File: config.mk
export PLATFORM = sky130hd
export DESIGN_NAME = ini_stream_tokenizer_top_flat
export DESIGN_NICKNAME = d
export VERILOG_FILES = /design/src/rtl/ist_pkg.sv /design/src/rtl/ist_stream_if.sv /design/src/rtl/ini_stream_tokenizer_top.sv /design/src/rtl/ist_in_stage.sv /design/src/rtl/ist_reader.sv /design/src/rtl/ist_out_stage.sv /design/src/flat_wrapper.sv
export VERILOG_INCLUDE_DIRS = /design/src /design/src/rtl
export SDC_FILE = /design/constraint.sdc
export NUM_CORES = 1
export LEC_CHECK = 0
export BUFFER_PORTS_ARGS = -buffer_cell sky130_fd_sc_hd__buf_2
export CAP_MARGIN = 5
export CELL_PAD_IN_SITES_DETAIL_PLACEMENT = 0
export CELL_PAD_IN_SITES_GLOBAL_PLACEMENT = 1
export CORE_MARGIN = 2
export CORE_UTILIZATION = 35
export CTS_BUF_LIST = sky130_fd_sc_hd__clkbuf_4 sky130_fd_sc_hd__clkbuf_8
export DETAILED_ROUTE_END_ITERATION = 6
export PLACE_DENSITY_LB_ADDON = 0.1
export SYNTH_ARGS = -nofsm -noshare
export SYNTH_HDL_FRONTEND = slang
export SYNTH_SLANG_ARGS = --single-unit
File: constraint.sdc
create_clock -name clk -period 3.48 [get_ports clk]
set_input_delay 0.522 -clock clk [delete_from_list [all_inputs] [get_ports clk]]
set_output_delay 0.522 -clock clk [all_outputs]
set_load 0.02 [all_outputs]
File: src/rtl/ini_stream_tokenizer_top_defines.svh
// Assertion macros for the configuration text tokenizer.
// Included by the top level; no other dependencies.
`ifndef INI_STREAM_TOKENIZER_TOP_DEFINES_SVH
`define INI_STREAM_TOKENIZER_TOP_DEFINES_SVH

`ifndef SYNTHESIS
// Clocked property that is ignored while reset is asserted.
`define IST_ASSERT(lbl, clk, rst_n, prop, msg) \
	lbl: assert property (@(posedge clk) disable iff (!rst_n) prop) else $error(msg);
// Clocked property that is checked during reset as well.
`define IST_ASSERT_ALWAYS(lbl, clk, prop, msg) \
	lbl: assert property (@(posedge clk) prop) else $error(msg);
`else
`define IST_ASSERT(lbl, clk, rst_n, prop, msg)
`define IST_ASSERT_ALWAYS(lbl, clk, prop, msg)
`endif

`endif

File: src/rtl/ist_pkg.sv
// Shared types and constants of the configuration text tokenizer.
// No dependencies; used by the event output interface, the top level, the reader and the result register.
`timescale 1ns / 1ps

package ist_pkg;

	// Limits of the tokenizer.
	localparam int KEY_MAX_CHARS   = 49;
	localparam int VALUE_MAX_CHARS = 127;
	localparam int MAX_ENTRIES     = 256;

	localparam int CNT_W   = 7;
	localparam int ENTRY_W = 8;

	localparam logic [CNT_W-1:0]   KEY_CAP    = CNT_W'(KEY_MAX_CHARS);
	localparam logic [CNT_W-1:0]   VALUE_CAP  = CNT_W'(VALUE_MAX_CHARS);
	localparam logic [ENTRY_W-1:0] ENTRY_LAST = ENTRY_W'(MAX_ENTRIES - 1);

	// Character codes that steer the reader.
	localparam logic [7:0] CH_NUL    = 8'h00;
	localparam logic [7:0] CH_TAB    = 8'h09;
	localparam logic [7:0] CH_LF     = 8'h0A;
	localparam logic [7:0] CH_CR     = 8'h0D;
	localparam logic [7:0] CH_SPACE  = 8'h20;
	localparam logic [7:0] CH_HASH   = 8'h23;
	localparam logic [7:0] CH_SEMI   = 8'h3B;
	localparam logic [7:0] CH_EQUAL  = 8'h3D;
	localparam logic [7:0] CH_LBRACK = 8'h5B;
	localparam logic [7:0] CH_RBRACK = 8'h5D;

	// Reader states.
	typedef enum logic [2:0] {
		ST_IDLE    = 3'd0,
		ST_COMMENT = 3'd1,
		ST_KEY     = 3'd2,
		ST_VALUE   = 3'd3,
		ST_SECTION = 3'd4
	} reader_state_t;

	// Event codes.
	typedef enum logic [2:0] {
		EV_SECT_CLEAR  = 3'd0,
		EV_SECT_CHAR   = 3'd1,
		EV_KEY_CHAR    = 3'd2,
		EV_KEY_DONE    = 3'd3,
		EV_KEY_ABANDON = 3'd4,
		EV_VALUE_CHAR  = 3'd5,
		EV_ENTRY_DONE  = 3'd6
	} event_kind_t;

	// One result item.
	typedef struct packed {
		event_kind_t        kind;
		logic [ENTRY_W-1:0] entry_number;
		logic [CNT_W-1:0]   char_position;
		logic [7:0]         char_value;
		logic [CNT_W-1:0]   text_length;
	} ist_event_t;

	// Reader status seen by the top level.
	typedef struct packed {
		reader_state_t      state;
		logic [ENTRY_W-1:0] entry_cnt;
	} ist_status_t;

endpackage

File: src/rtl/ist_stream_if.sv
// Handshake channels of the tokenizer: text byte input and event output.
// Depends on ist_pkg for field widths.
`timescale 1ns / 1ps

interface ist_in_if;
	logic       valid;
	logic       ready;
	logic [7:0] in_byte;

	modport source(output valid, output in_byte, input ready);
	modport sink(input valid, input in_byte, output ready);
endinterface

interface ist_out_if;
	logic                        valid;
	logic                        ready;
	logic [2:0]                  event_kind;
	logic [ist_pkg::ENTRY_W-1:0] entry_number;
	logic [ist_pkg::CNT_W-1:0]   char_position;
	logic [7:0]                  char_value;
	logic [ist_pkg::CNT_W-1:0]   text_length;

	modport source(output valid, output event_kind, output entry_number,
		output char_position, output char_value, output text_length, input ready);
	modport sink(input valid, input event_kind, input entry_number,
		input char_position, input char_value, input text_length, output ready);
endinterface

File: src/rtl/ini_stream_tokenizer_top.sv
// Channel    Dir  Payload                                     Handshake
// in_ch      in   in_byte                                     valid/ready
// out_ch     out  event_kind, entry_number, char_position,    valid/ready
//                 char_value, text_length
//
// One text byte per cycle is sustained while the output is not stalled; a taken byte passes
// through the input register, then the reader's single state update into the result
// register, where its event is presented. Each byte gives zero or one event.
// Reset clears the reader to idle with zeroed counters; no clearing pass is needed.
// A stalled output holds the event and backs up into the input register only.
// Depends on ist_pkg, the stream interfaces, ist_in_stage, ist_reader, ist_out_stage.
`timescale 1ns / 1ps
`include "ini_stream_tokenizer_top_defines.svh"

module ini_stream_tokenizer_top (
	input  logic      clk,
	input  logic      arst_n,
	ist_in_if.sink    in_ch,
	ist_out_if.source out_ch
);

	logic                 vld_s1;
	logic [7:0]           byte_s1;
	logic                 out_free;
	logic                 step;
	logic                 ev_vld;
	logic                 vld_s2;
	ist_pkg::ist_event_t  ev;
	ist_pkg::ist_status_t sts;

	// The reader steps whenever a byte waits and the result register can take its event.
	assign step = vld_s1 && out_free;

	ist_in_stage u_in (
		.clk     (clk),
		.arst_n  (arst_n),
		.in_ch   (in_ch),
		.adv     (out_free),
		.vld_s1  (vld_s1),
		.byte_s1 (byte_s1)
	);

	ist_reader u_reader (
		.clk     (clk),
		.arst_n  (arst_n),
		.step    (step),
		.byte_s1 (byte_s1),
		.ev_vld  (ev_vld),
		.ev      (ev),
		.sts     (sts)
	);

	ist_out_stage u_out (
		.clk      (clk),
		.arst_n   (arst_n),
		.step     (step),
		.ev_vld   (ev_vld),
		.ev       (ev),
		.out_free (out_free),
		.vld_s2   (vld_s2),
		.out_ch   (out_ch)
	);

	// An entry done event below saturation advances the entry counter by one.
	`IST_ASSERT(a_entry_step, clk, arst_n, (step && ev_vld && ev.kind == ist_pkg::EV_ENTRY_DONE && sts.entry_cnt != ist_pkg::ENTRY_LAST) |=> (sts.entry_cnt == $past(sts.entry_cnt) + 8'd1), "entry counter did not advance on entry done")
	// The reader state moves only when a byte is stepped.
	`IST_ASSERT(a_state_hold, clk, arst_n, !step |=> $stable(sts.state), "reader state changed without a byte")
	// Input backpressure only comes from a held result.
	`IST_ASSERT_ALWAYS(a_stall_cause, clk, (arst_n && !in_ch.ready) |-> vld_s2, "input stalled with an empty result register")

endmodule

File: src/rtl/ist_in_stage.sv
// Input register of the tokenizer: holds one text byte until the reader steps.
// Depends on ist_in_if.
`timescale 1ns / 1ps

module ist_in_stage (
	input  logic          clk,
	input  logic          arst_n,
	ist_in_if.sink        in_ch,
	input  logic          adv,
	output logic          vld_s1,
	output logic [7:0]    byte_s1
);

	logic take;

	// The register takes a new byte when it is empty or being drained.
	assign in_ch.ready = !vld_s1 || adv;
	assign take        = in_ch.valid && in_ch.ready;

	always_ff @(posedge clk or negedge arst_n) begin
		if (!arst_n) begin
			vld_s1 <= 1'b0;
		end else if (in_ch.ready) begin
			vld_s1 <= in_ch.valid;
		end
	end

	always_ff @(posedge clk) begin
		if (take) begin
			byte_s1 <= in_ch.in_byte;
		end
	end

endmodule

File: src/rtl/ist_reader.sv
// Five-state reader: updates the state from one byte and forms its event.
// Depends on ist_pkg.
`timescale 1ns / 1ps

module ist_reader (
	input  logic                 clk,
	input  logic                 arst_n,
	input  logic                 step,
	input  logic [7:0]           byte_s1,
	output logic                 ev_vld,
	output ist_pkg::ist_event_t  ev,
	output ist_pkg::ist_status_t sts
);

	ist_pkg::reader_state_t           state_q, state_d;
	logic [ist_pkg::CNT_W-1:0]        cnt_q, cnt_d;
	logic [ist_pkg::CNT_W-1:0]        lnb_q, lnb_d;
	logic [ist_pkg::ENTRY_W-1:0]      ent_q, ent_d;
	logic [ist_pkg::CNT_W-1:0]        cnt_inc;
	logic [ist_pkg::ENTRY_W-1:0]      ent_next;

	assign cnt_inc  = cnt_q + 1'b1;
	assign ent_next = (ent_q == ist_pkg::ENTRY_LAST) ? ent_q : ent_q + 1'b1;

	// Next reader state.
	always_comb begin
		state_d = state_q;
		case (state_q)
			ist_pkg::ST_COMMENT: begin
				if (byte_s1 == ist_pkg::CH_LF) begin
					state_d = ist_pkg::ST_IDLE;
				end
			end
			ist_pkg::ST_KEY: begin
				if (byte_s1 inside {ist_pkg::CH_NUL, ist_pkg::CH_LF, ist_pkg::CH_CR}) begin
					state_d = ist_pkg::ST_IDLE;
				end else if (byte_s1 == ist_pkg::CH_HASH) begin
					state_d = ist_pkg::ST_COMMENT;
				end else if (byte_s1 == ist_pkg::CH_EQUAL) begin
					state_d = ist_pkg::ST_VALUE;
				end
			end
			ist_pkg::ST_VALUE: begin
				if (byte_s1 inside {ist_pkg::CH_LF, ist_pkg::CH_CR}) begin
					state_d = ist_pkg::ST_IDLE;
				end else if (byte_s1 == ist_pkg::CH_HASH) begin
					state_d = ist_pkg::ST_COMMENT;
				end
			end
			ist_pkg::ST_SECTION: begin
				if (byte_s1 == ist_pkg::CH_LF) begin
					state_d = ist_pkg::ST_IDLE;
				end else if (byte_s1 == ist_pkg::CH_RBRACK) begin
					state_d = ist_pkg::ST_COMMENT;
				end
			end
			default: begin
				// Idle, and any code that is not a state, looks for the next line start.
				if (byte_s1 inside {ist_pkg::CH_NUL, ist_pkg::CH_LF, ist_pkg::CH_CR,
						ist_pkg::CH_SPACE}) begin
					state_d = ist_pkg::ST_IDLE;
				end else if (byte_s1 inside {ist_pkg::CH_HASH, ist_pkg::CH_SEMI}) begin
					state_d = ist_pkg::ST_COMMENT;
				end else if (byte_s1 == ist_pkg::CH_LBRACK) begin
					state_d = ist_pkg::ST_SECTION;
				end else begin
					state_d = ist_pkg::ST_KEY;
				end
			end
		endcase
	end

	// Event and counter updates.
	always_comb begin
		ev_vld           = 1'b0;
		ev.kind          = ist_pkg::EV_SECT_CLEAR;
		ev.entry_number  = ent_q;
		ev.char_position = '0;
		ev.char_value    = '0;
		ev.text_length   = '0;
		cnt_d            = cnt_q;
		lnb_d            = lnb_q;
		ent_d            = ent_q;
		case (state_q)
			ist_pkg::ST_COMMENT: begin
				ev_vld = 1'b0;
			end
			ist_pkg::ST_KEY: begin
				if (byte_s1 inside {ist_pkg::CH_NUL, ist_pkg::CH_LF, ist_pkg::CH_CR,
						ist_pkg::CH_HASH}) begin
					ev_vld  = 1'b1;
					ev.kind = ist_pkg::EV_KEY_ABANDON;
				end else if (byte_s1 inside {ist_pkg::CH_SPACE, ist_pkg::CH_TAB}) begin
					ev_vld = 1'b0;
				end else if (byte_s1 == ist_pkg::CH_EQUAL) begin
					ev_vld         = 1'b1;
					ev.kind        = ist_pkg::EV_KEY_DONE;
					ev.text_length = cnt_q;
					cnt_d          = '0;
					lnb_d          = '0;
				end else if (cnt_q < ist_pkg::KEY_CAP) begin
					ev_vld           = 1'b1;
					ev.kind          = ist_pkg::EV_KEY_CHAR;
					ev.char_position = cnt_q;
					ev.char_value    = byte_s1;
					cnt_d            = cnt_inc;
				end
			end
			ist_pkg::ST_VALUE: begin
				if (byte_s1 == ist_pkg::CH_NUL) begin
					ev_vld = 1'b0;
				end else if (byte_s1 inside {ist_pkg::CH_LF, ist_pkg::CH_CR,
						ist_pkg::CH_HASH}) begin
					// A comment trims trailing blanks; a line end keeps them.
					ev_vld         = 1'b1;
					ev.kind        = ist_pkg::EV_ENTRY_DONE;
					ev.text_length = (byte_s1 == ist_pkg::CH_HASH) ? lnb_q : cnt_q;
					ent_d          = ent_next;
					cnt_d          = '0;
				end else if (byte_s1 == ist_pkg::CH_SPACE && cnt_q == '0) begin
					ev_vld = 1'b0;
				end else if (cnt_q < ist_pkg::VALUE_CAP) begin
					ev_vld           = 1'b1;
					ev.kind          = ist_pkg::EV_VALUE_CHAR;
					ev.char_position = cnt_q;
					ev.char_value    = byte_s1;
					cnt_d            = cnt_inc;
					if (!(byte_s1 inside {ist_pkg::CH_SPACE, ist_pkg::CH_TAB})) begin
						lnb_d = cnt_inc;
					end
				end
			end
			ist_pkg::ST_SECTION: begin
				if (byte_s1 inside {ist_pkg::CH_LF, ist_pkg::CH_RBRACK}) begin
					cnt_d = '0;
				end else if (cnt_q < ist_pkg::KEY_CAP) begin
					ev_vld           = 1'b1;
					ev.kind          = ist_pkg::EV_SECT_CHAR;
					ev.char_position = cnt_q;
					ev.char_value    = byte_s1;
					cnt_d            = cnt_inc;
				end
			end
			default: begin
				if (byte_s1 inside {ist_pkg::CH_NUL, ist_pkg::CH_LF, ist_pkg::CH_CR,
						ist_pkg::CH_SPACE, ist_pkg::CH_HASH, ist_pkg::CH_SEMI}) begin
					ev_vld = 1'b0;
				end else if (byte_s1 == ist_pkg::CH_LBRACK) begin
					ev_vld  = 1'b1;
					ev.kind = ist_pkg::EV_SECT_CLEAR;
					cnt_d   = '0;
				end else begin
					// Any other byte, tab included, opens a key.
					ev_vld        = 1'b1;
					ev.kind       = ist_pkg::EV_KEY_CHAR;
					ev.char_value = byte_s1;
					cnt_d         = ist_pkg::CNT_W'(1);
				end
			end
		endcase
	end

	// Reader registers advance once per stepped byte.
	always_ff @(posedge clk or negedge arst_n) begin
		if (!arst_n) begin
			state_q <= ist_pkg::ST_IDLE;
			cnt_q   <= '0;
			lnb_q   <= '0;
			ent_q   <= '0;
		end else if (step) begin
			state_q <= state_d;
			cnt_q   <= cnt_d;
			lnb_q   <= lnb_d;
			ent_q   <= ent_d;
		end
	end

	assign sts.state     = state_q;
	assign sts.entry_cnt = ent_q;

endmodule

File: src/rtl/ist_out_stage.sv
// Result register of the tokenizer: holds one event until the sink takes it.
// Depends on ist_pkg and ist_out_if.
`timescale 1ns / 1ps

module ist_out_stage (
	input  logic                clk,
	input  logic                arst_n,
	input  logic                step,
	input  logic                ev_vld,
	input  ist_pkg::ist_event_t ev,
	output logic                out_free,
	output logic                vld_s2,
	ist_out_if.source           out_ch
);

	ist_pkg::ist_event_t ev_s2;

	// The register is free when empty or when its transaction completes now.
	assign out_free = !vld_s2 || out_ch.ready;

	always_ff @(posedge clk or negedge arst_n) begin
		if (!arst_n) begin
			vld_s2 <= 1'b0;
		end else if (out_free) begin
			vld_s2 <= step && ev_vld;
		end
	end

	always_ff @(posedge clk) begin
		if (out_free && step && ev_vld) begin
			ev_s2 <= ev;
		end
	end

	assign out_ch.valid         = vld_s2;
	assign out_ch.event_kind    = ev_s2.kind;
	assign out_ch.entry_number  = ev_s2.entry_number;
	assign out_ch.char_position = ev_s2.char_position;
	assign out_ch.char_value    = ev_s2.char_value;
	assign out_ch.text_length   = ev_s2.text_length;

endmodule
File: src/flat_wrapper.sv
// flat-port wrapper written by rule: the top's interface ports become plain ports
module ini_stream_tokenizer_top_flat 
  (clk, arst_n, in_ch_valid, in_ch_in_byte, in_ch_ready, out_ch_valid, out_ch_event_kind, out_ch_entry_number, out_ch_char_position, out_ch_char_value, out_ch_text_length, out_ch_ready);
  ist_in_if in_ch_i ();
  ist_out_if out_ch_i ();
  input  logic clk;
  input  logic arst_n;
  input wire logic [$bits(in_ch_i.valid)-1:0] in_ch_valid;
  input wire logic [$bits(in_ch_i.in_byte)-1:0] in_ch_in_byte;
  output wire logic [$bits(in_ch_i.ready)-1:0] in_ch_ready;
  output wire logic [$bits(out_ch_i.valid)-1:0] out_ch_valid;
  output wire logic [$bits(out_ch_i.event_kind)-1:0] out_ch_event_kind;
  output wire logic [$bits(out_ch_i.entry_number)-1:0] out_ch_entry_number;
  output wire logic [$bits(out_ch_i.char_position)-1:0] out_ch_char_position;
  output wire logic [$bits(out_ch_i.char_value)-1:0] out_ch_char_value;
  output wire logic [$bits(out_ch_i.text_length)-1:0] out_ch_text_length;
  input wire logic [$bits(out_ch_i.ready)-1:0] out_ch_ready;
  assign in_ch_i.valid = in_ch_valid;
  assign in_ch_i.in_byte = in_ch_in_byte;
  assign in_ch_ready = in_ch_i.ready;
  assign out_ch_valid = out_ch_i.valid;
  assign out_ch_event_kind = out_ch_i.event_kind;
  assign out_ch_entry_number = out_ch_i.entry_number;
  assign out_ch_char_position = out_ch_i.char_position;
  assign out_ch_char_value = out_ch_i.char_value;
  assign out_ch_text_length = out_ch_i.text_length;
  assign out_ch_i.ready = out_ch_ready;
  ini_stream_tokenizer_top u_core (.clk(clk), .arst_n(arst_n), .in_ch(in_ch_i), .out_ch(out_ch_i));
endmodule
== Word level (Yosys, flattened, before mapping) ==
Index checks and enable logic that the tools add are counted.
Operators by class
  muxes and demuxes: 74
  bitwise gates (word level): 3
  reduce and logical (&&, ||, !) cells: 26
  add/subtract/negate cells: 2
  order comparisons: 2
  equal/unequal tests: 29
Operators with widths (count)
  two-way mux 7 bit: 21
  two-way mux 15 bit: 6
  two-way mux 22 bit: 3
  two-way mux 3 bit: 16
  equality test 8 x 6 -> 1 bit, second input constant: 4
  one-hot mux 8 bit (4 select lines): 1
  one-hot mux 7 bit (2 select lines): 2
  one-hot mux 7 bit (4 select lines): 1
  equality test 8 x 4 -> 1 bit, second input constant: 3
  one-hot mux 3 bit (4 select lines): 2
  one-hot mux 7 bit (3 select lines): 1
  inequality test 2 bit, second input constant: 9
  equality test 8 x 7 -> 1 bit, second input constant: 2
  two-way mux 8 bit: 2
  two-way mux 1 bit: 13
  inequality test 3 bit, second input constant: 4
  two-way mux 2 bit: 5
  AND reduction 10 bit: 1
  AND reduction 5 bit: 2
  nonzero test 2 bit: 5
  adder 8 x 1 -> 8 bit, second input constant: 1
  equality test 8 bit, second input constant: 1
  logical NOT 8 bit: 1
  AND reduction 8 bit: 1
  17 further kinds: 29
Storage, ports and cells
  logic and storage cells: 148
  flip-flop bits (word level): 68
  output and inout bits: 35
  input bits: 12

== Logic depth before layout (Yosys ltp) ==
Gate-level depths: netlist (run 1).
  depth after elaboration: 8
  depth in mapped cells: 10

== By module ==
Synthesis (run 1) repeated with hierarchy kept, for this count alone.
Unflattened totals
  cell total of the unflattened synthesis: 329
  area, all modules: 3679.8 um^2
Modules (own cells, without submodules)
  ist_reader: sequential area each 625.6 um^2, cells an instance 277, times used 1, area an instance 2321.0 um^2
  ist_out_stage: sequential area each 1016.0 um^2, cells an instance 39, times used 1, area an instance 1058.5 um^2
  ist_in_stage: sequential area each 265.3 um^2, cells an instance 12, times used 1, area an instance 294.0 um^2
  ini_stream_tokenizer_top: sequential area each 0.0 um^2, cells an instance 1, times used 1, area an instance 6.3 um^2

== Worst setup path after synthesis (run 1) ==
OpenSTA, ideal clock, no wires.
  kind: register -> register
  start point: reg u_core.u_in.byte_s1[0]
  end point: reg u_core.u_out.ev_s2, in the netlist u_core.u_out.out_ch.char_position[0], enable pin
  stages on the path, launching flop included: 7
  clock period less this slack: 3458 ps
  setup time: 423 ps
  buffers on the path: 1
  arrival: 3035 ps
  setup slack: 22 ps
  cells stage by stage: edfxtp_1 buf_4 or4_1 a31oi_1 o211a_2 nor4_1 nor2_1
Between the ends
  longest elaborated chain between the ends: 7
Ends and longest elaborated chain
  start, declared: RTL line ist_in_stage.sv:11  | output logic [7:0] byte_s1
  start signal, assigned: RTL line ist_in_stage.sv:30  | byte_s1 <= in_ch.in_byte;
  equality test 8 x 6 -> 1 bit: RTL line ist_reader.sv:93, ist_reader.sv:120, ist_reader.sv:145
  logical AND 1 bit: RTL line ist_reader.sv:120  | end else if (byte_s1 == ist_pkg::CH_SPACE && cnt_q == '0) begin
  two-way mux 1 bit: RTL line ist_reader.sv:120
  two-way mux 1 bit: RTL line ist_reader.sv:112  | end else if (byte_s1 inside {ist_pkg::CH_LF, ist_pkg::CH_CR,
  two-way mux 1 bit: RTL line ist_reader.sv:110  | if (byte_s1 == ist_pkg::CH_NUL) begin
  one-hot mux 1 bit (4 select lines) (*): RTL line ist_reader.sv:84  | case (state_q)
  logical AND 1 bit (*): RTL line ist_out_stage.sv:30  | if (out_free && step && ev_vld) begin
  end signal, assigned: RTL line ist_out_stage.sv:31  | ev_s2 <= ev;
  end, declared: RTL line ist_out_stage.sv:16  | ist_pkg::ist_event_t ev_s2;
Mark *: on every way between the ends. The rest lies on a longest branch, timed or not.
A chain may end at the register's enable or synchronous reset.

== Worst setup path in the final report (run 1) ==
  start point: reg u_core.u_in.byte_s1[3]
  end point: reg u_core.u_out.ev_s2, in the netlist u_core.u_out.out_ch.char_position[2], enable pin
The elaborated chain is that of the path after synthesis.

==> metrics.md, run 1 <==
| Metric | Value |
|---|---|
| Most frequent cells in the layout | `buf_2 (46), edfxtp_1 (41), dfrtp_1 (27)` |
| Hold Path Class | `in -> async` |
| Endpoint class of the critical path | `register` |
| Average wire per standard cell | `17.2 µm` |
| Status | `finished clean` |
| RSZ-0062 raised after global routing | `false` |
| Gate Count Post-Synth | `311` |
| DR vias | `2647` |
| Number of antenna violations at the first check in global routing | `0` |
| WS Path Type | `reg -> reg` |
| CP arrival | `3.00 ns` |
| Die H | `105 µm` |
| Clk buf depth | `2` |
| Mean Syn Cell Area | `11.5 µm²` |
| Die width | `105 µm` |
| Via/cell ratio | `5.37` |
| Post-CTS Resized | `0` |
| TritonCTS clock tree | `yes` |
| CP Launch Type | `register` |
| Nets | `371` |
| Register bit total from synthesis | `68` |
| Clock Tree Root | `clkbuf_8` |
| Final setup violation count | `0` |
| Cell Pwr Density | `760 mW/mm²` |
| Clock Pin Slew Worst Setup and Hold Paths | `0.08 ns` |
| Initial drt markers | `155` |
| Largest net degree at the start of global routing | `34` |
| Die area | `0.0111 mm²` |
| Ant. Diodes | `0` |
| Drt total wl | `8.48 mm` |
| Fmax | `333 MHz` |
| DRC viols | `0` |
| Port-buffer cells | `46` |
| Post-CTS Setup Bufs | `0` |
| Final Hold Viols | `0` |
| Place WS | `0.483 ns` |
| Post-route minimum period | `3.00 ns` |
| Number of global-route vias before repair | `2480` |
| Pleak | `0.00163 µW` |
| Gpl congestion | `0.824` |
| Critical Path RT | `3.47 ns` |
| Clock Sinks | `68` |
| Clk_skew | `0.0118 ns` |
| Io pins | `47` |
| Share of cells above drive strength 1 | `24.2%` |
| Area growth syn-to-layout | `16.1%` |
| Worst rel slew slack | `54.4%` |
| Core Rows | `36` |
| CTS H-Tree Depth | `3` |
| Synth Cell Area | `0.00359 mm²` |
| Tightest Pin Transition | `0.680 ns` |
| Worst IR drop on VDD | `0.377 mV` |
| Synth unique cells | `65` |
| Synth warnings | `0` |
| Hold buffers post-CTS | `0` |
| Total CTS buffers | `9` |
| Max-cap violations | `0` |
| Mapped Nets | `327` |
| FFs w/ async S/R, synth | `39.7%` |
| Core outline area | `0.00986 mm²` |
| Post-synth EDFFs | `41` |
| Final Cycle Share | `86.3%` |
| DPL Wire Length | `6.05 mm` |
| Commonest non-fill, non-tap cell in the layout | `buf_2` |
| Final worst slack | `0.477 ns` |
| GR Util All Layers | `15.8%` |
| Worst R2R Path Depth | `8` |
| Worst Path Max Fanout | `33` |
| TNS Setup | `0 ns` |
| Clock latency on the worst-skew pair | `0.35 ns` |
| Routed Antenna Nets | `0` |
| First-pass GRT wire length | `13.5 mm` |
| Sequential fraction of the synthesis area | `53.2%` |
| Grt ovf | `0` |
| Drt first pass iters | `4` |
| Slew Viols, Final | `0` |
| Synth Flop Type | `edfxtp_1` |
| Initial core utilization | `36.4%` |
==> final timing paths <==
| check | start | endpoint | slack [ns] |
|---|---|---|---|
| min | arst_n | u_core.u_reader.lnb_q[2] | 0.21 |
| min reg2reg | u_core.u_reader.ent_q[5] | u_core.u_reader.ent_q[5] | 0.50 |
| max reg2reg | u_core.u_in.byte_s1[3] | u_core.u_out.out_ch.char_position[2] | 0.48 |
| min in group clk | in_ch_in_byte[1] | u_core.u_in.byte_s1[1] | 0.34 |
| max in group asynchronous | arst_n | u_core.u_reader.state_q[1] | 2.83 |
| max | u_core.u_in.byte_s1[3] | u_core.u_out.out_ch.char_position[2] | 0.48 |
==> sequential cells by signal, summed over array words and instances (netlist names), 7 cells and up <==
register and cells:
u_core.u_in.byte_s1 8, u_core.u_out.out_ch.text_length 7, u_core.u_out.out_ch.char_position 7, u_core.u_out.out_ch.entry_number 8
u_core.u_reader.cnt_q 7, u_core.u_reader.ent_q 8, u_core.u_reader.lnb_q 7, u_core.u_out.out_ch.char_value 8
==> per-layer routing <==
| layer | part of all wire, % | global-route usage (%) | up-vias | routed length, µm |
|---|---|---|---|---|
| met1 | 48 | 21.7 | 1305 | 4030 |
| met3 | 3.8 | 3.46 | 8 | 326 |
| met5 | 0 | 0 | - | 0 |
| met4 | 1.3 | 4.29 | 0 | 112 |
| li1 | - | - | 1273 | - |
| met2 | 47 | 25.3 | 61 | 4010 |
==> critical path: stages, from the launching register on <==
cell and delay, ns:
edfxtp_1 0.70, or3b_4 0.45, a2111oi_4 0.51, nor2_1 0.08
a21oi_1 0.18, nor4_1 0.10, buf_4 0.15, nor2_4 0.06
buf_4 0.38
==> metrics by stage <==
| stage | utilization (%) | instance area, µm² | std cells | hold WS (ns) | power, µW |
|---|---|---|---|---|---|
| 5_1_grt | 42.2 | 4160 | 493 | 0.249 | 3360 |
| 6_report | 42.2 | 4160 | 493 | 0.212 | 3160 |
| 4_1_cts | 42.2 | 4160 | 493 | 0.218 | 3210 |
| 3_5_place_dp | 40.0 | 3940 | 477 | 0.475 | 2460 |
| 3_3_place_gp | 40.0 | 3940 | 477 | 0.469 | 2460 |
| 2_1_floorplan | - | 3590 | 311 | 0.226 | 2090 |
==> area by class of cell <==
type	count	area, µm²
clock buffer	9	124
clock inverter	7	98.8
fill	937	5700
inverter	11	41.3
multi-input combinational	216	1570
sequential	68	1910
tap	133	166
timing repair buffer	49	253
==> synthesized netlist by cell type (all sizes together) (6+ instances only) <==
| master | n | share of area (%) |
|---|---|---|
| nand3 | 11 | 1.5 |
| buf | 6 | 0.94 |
| o2bb2ai | 9 | 2.2 |
| nor2 | 21 | 2.2 |
| o211ai | 6 | 1.4 |
| dfrtp | 27 | 19 |
| a22o | 8 | 2.0 |
| a21oi | 7 | 1.1 |
| nor2b | 6 | 1.0 |
| and3 | 6 | 1.0 |
| inv | 11 | 1.2 |
| a21boi | 9 | 1.9 |
| xnor2 | 11 | 2.7 |
| nand4 | 7 | 1.2 |
| o21ai | 11 | 1.6 |
| nand2b | 6 | 1.0 |
| clkbuf | 10 | 1.0 |
| or2 | 6 | 1.0 |
| nand2 | 17 | 1.8 |
| edfxtp | 41 | 34 |
==> kinds of logic after synthesis <==
kind of cell,synth area share [%]
DFF,53.2
buffers and inverters,3.14
muxes,0.628
xor gates and xnor gates,3.66
and+or+nand+nor,18.8
adders and majority gates,1.40
AOI/OAI and AO/OA,19.2
==> power breakdown <==
group | internal, µW | switching [µW]
registers | 1140 | 149
clock network | 407 | 329
logic | 391 | 751
total | 1930 | 1230
(Power assumes the default switching activity.)
==> run 2: changes to the inputs <==
--- a/config.mk
+++ b/config.mk
@@ -14,7 +14,7 @@
 export CORE_UTILIZATION = 35
 export CTS_BUF_LIST = sky130_fd_sc_hd__clkbuf_4 sky130_fd_sc_hd__clkbuf_8
 export DETAILED_ROUTE_END_ITERATION = 6
-export PLACE_DENSITY_LB_ADDON = 0.1
+export PLACE_DENSITY = 0.69
 export SYNTH_ARGS = -nofsm -noshare
 export SYNTH_HDL_FRONTEND = slang
 export SYNTH_SLANG_ARGS = --single-unit
==> run 2 against run 1 <==
Compared with the run above:
- critical endpoint is now u_core.u_out.out_ch.char_value[4]
- first-iteration DRC count up 14%
- critical path type unchanged
- global-route usage down 0.14 points
- power down 0.19%
- largest cell class unchanged
==> metrics.md, run 2 (synthesized netlist as in run 1, its figures left out) <==
| Metric | Value |
|---|---|
| Status | `finished clean (unchanged)` |
| Final Cycle Share | `83.6% (was 86.3%)` |
| Number of antenna violations at the first check in global routing | `0 (unchanged)` |
| Initial core utilization | `36.4% (unchanged)` |
| Post-CTS Resized | `0 (unchanged)` |
| Core Rows | `36 (unchanged)` |
| Placed cell areas | `0.00394 mm² (about the same)` |
| Worst R2R Path Depth | `6 (was 8)` |
| Largest net degree at the start of global routing | `28 (was 34)` |
| Max-cap violations | `0 (unchanged)` |
| Total CTS buffers | `9 (unchanged)` |
| FF-to-FF Start | `u_core.u_in.byte_s1[0] (was u_core.u_in.byte_s1[3])` |
| Clock Tree Root | `clkbuf_8 (unchanged)` |
| RSZ-0062 raised after global routing | `false (unchanged)` |
| Critical Path RT | `3.55 ns (was 3.47 ns)` |
| Final setup violation count | `0 (unchanged)` |
| Via/cell ratio | `5.38 (was 5.37)` |
| GR Util All Layers | `15.7% (was 15.8%)` |
| Drt total wl | `8.22 mm (was 8.48 mm)` |
| Post-CTS Setup Bufs | `0 (unchanged)` |
| Worst rel slew slack | `57.9% (was 54.4%)` |
| Hold Path Class | `in -> async (unchanged)` |
| CTS H-Tree Depth | `3 (unchanged)` |
| TritonCTS clock tree | `yes (unchanged)` |
| CP arrival | `2.98 ns (was 3.00 ns)` |
| TNS Setup | `0 ns (unchanged)` |
| GR Util met2 | `24.8% (was 25.3%)` |
| Worst reg2reg path endpoint | `u_core.u_out.out_ch.char_value[4] (was u_core.u_out.out_ch.char_position[2])` |
| Drt first pass iters | `4 (unchanged)` |
| Area growth syn-to-layout | `16.0% (was 16.1%)` |
| First-pass GRT wire length | `13.6 mm (was 13.5 mm)` |
| Worst Path Max Fanout | `21 (was 33)` |
| Final Hold Viols | `0 (unchanged)` |
| GRT busiest layer | `met2 (unchanged)` |
| Post-route minimum period | `2.91 ns (was 3.00 ns)` |
| Fin area | `0.00416 mm² (about the same)` |
| Met1 Use GR | `20.5% (was 21.7%)` |
| Average wire per standard cell | `16.7 µm (was 17.2 µm)` |
| Routed Antenna Nets | `0 (unchanged)` |
| Hold buffers post-CTS | `0 (unchanged)` |
| WS Path Type | `reg -> reg (unchanged)` |
| Grt ovf | `0 (unchanged)` |
| Number of global-route vias before repair | `2565 (was 2480)` |
| R2r setup slk | `0.57 ns (was 0.48 ns)` |
| Fmax | `344 MHz (was 333 MHz)` |
| Tightest Pin Transition | `0.627 ns (was 0.680 ns)` |
| Cell Pwr Density | `759 mW/mm² (was 760 mW/mm²)` |
| Share of cells above drive strength 1 | `24.2% (unchanged)` |
| DPL Wire Length | `5.93 mm (was 6.05 mm)` |
| Fill cells | `940 (was 937)` |
| DR vias | `2651 (was 2647)` |
| Core outline area | `0.00986 mm² (unchanged)` |
| Nets | `371 (unchanged)` |
| Pleak | `0.00163 µW (about the same)` |
| Total Power | `3160 µW (about the same)` |
| Port-buffer cells | `46 (unchanged)` |
| Commonest non-fill, non-tap cell in the layout | `buf_2 (unchanged)` |
| Clk buf depth | `2 (unchanged)` |
| Met3 Use GR | `3.53% (was 3.46%)` |
| Most frequent cells in the layout | `buf_2 (46), edfxtp_1 (41), dfrtp_1 (27) (unchanged)` |
| Gpl congestion | `0.910 (was 0.824)` |
| Clock Sinks | `68 (unchanged)` |
| Io pins | `47 (unchanged)` |
| Initial drt markers | `177 (was 155)` |
| Die H | `105 µm (unchanged)` |
| Clk_skew | `0.00956 ns (was 0.0118 ns)` |
| Slew Viols, Final | `0 (unchanged)` |
| Worst IR drop on VDD | `0.252 mV (was 0.377 mV)` |
| Clock Pin Slew Worst Setup and Hold Paths | `0.08 ns (about the same)` |
| Ant. Diodes | `0 (unchanged)` |
| Die area | `0.0111 mm² (unchanged)` |
| CP Launch Type | `register (unchanged)` |
| Clock latency on the worst-skew pair | `0.35 ns (about the same)` |
| Endpoint class of the critical path | `register (unchanged)` |
| DRC viols | `0 (unchanged)` |
| Die width | `105 µm (unchanged)` |
==> run 2: power breakdown <==
group          switching [µW]  internal [µW]
clock                     326            408
combinational             751            386
sequential                152           1140
total                    1230           1930
==> run 2: cell type report <==
class | instances | area [µm²] | area share [%]
clock inverters | 7 | 98.8 | 2.38
well taps | 133 | 166 | 4.00
clock buffers | 9 | 124 | 2.98
flip-flops and latches | 68 | 1910 | 45.8
repair buffers | 49 | 253 | 6.08
multi-input cells | 216 | 1570 | 37.7
inverters | 11 | 41.3 | 0.993
==> run 2: worst max path at each step <==
stage / slack (ns) / startpoint / endpoint
5_1_grt: 0.35 / u_core.u_in.byte_s1[3] / u_core.u_out.out_ch.char_value[3]
3_3_place_gp: 0.62 / u_core.u_in.byte_s1[0] / u_core.u_out.out_ch.event_kind[2]
4_1_cts: 0.57 / u_core.u_in.byte_s1[0] / u_core.u_out.out_ch.char_value[3]
2_1_floorplan: 0.02 / u_core.u_in.byte_s1[0] / u_core.u_out.out_ch.char_position[0]
6_report: 0.57 / u_core.u_in.byte_s1[0] / u_core.u_out.out_ch.char_value[4]
3_5_place_dp: 0.58 / u_core.u_in.byte_s1[0] / u_core.u_out.out_ch.char_value[3]
==> run 2: worst max-delay path, cell delays in order, from the launching register on <==
cell      delay, ns
edfxtp_1       0.72
nand3b_1       0.25
or4_1          0.59
and3_1         0.22
a41o_1         0.25
a21oi_2        0.46
a21boi_1       0.14
==> run 2: stage by stage <==
step                hold WS (ns)  instances  setup WS (ns)  utilization, %
finish                     0.177        493          0.571            42.2
global route               0.240        493          0.347            42.2
CTS                        0.195        493          0.569            42.2
detailed placement         0.475        477          0.582            39.9
global placement           0.476        477          0.616            39.9
floorplan                  0.226        311         0.0221               -
==> run 2: routing by layer <==
metal	vias up	part of all wire, %
li1	1274	-
met1	1305	47
met2	58	47
met3	14	3.5
met4	0	2.3
met5	-	0
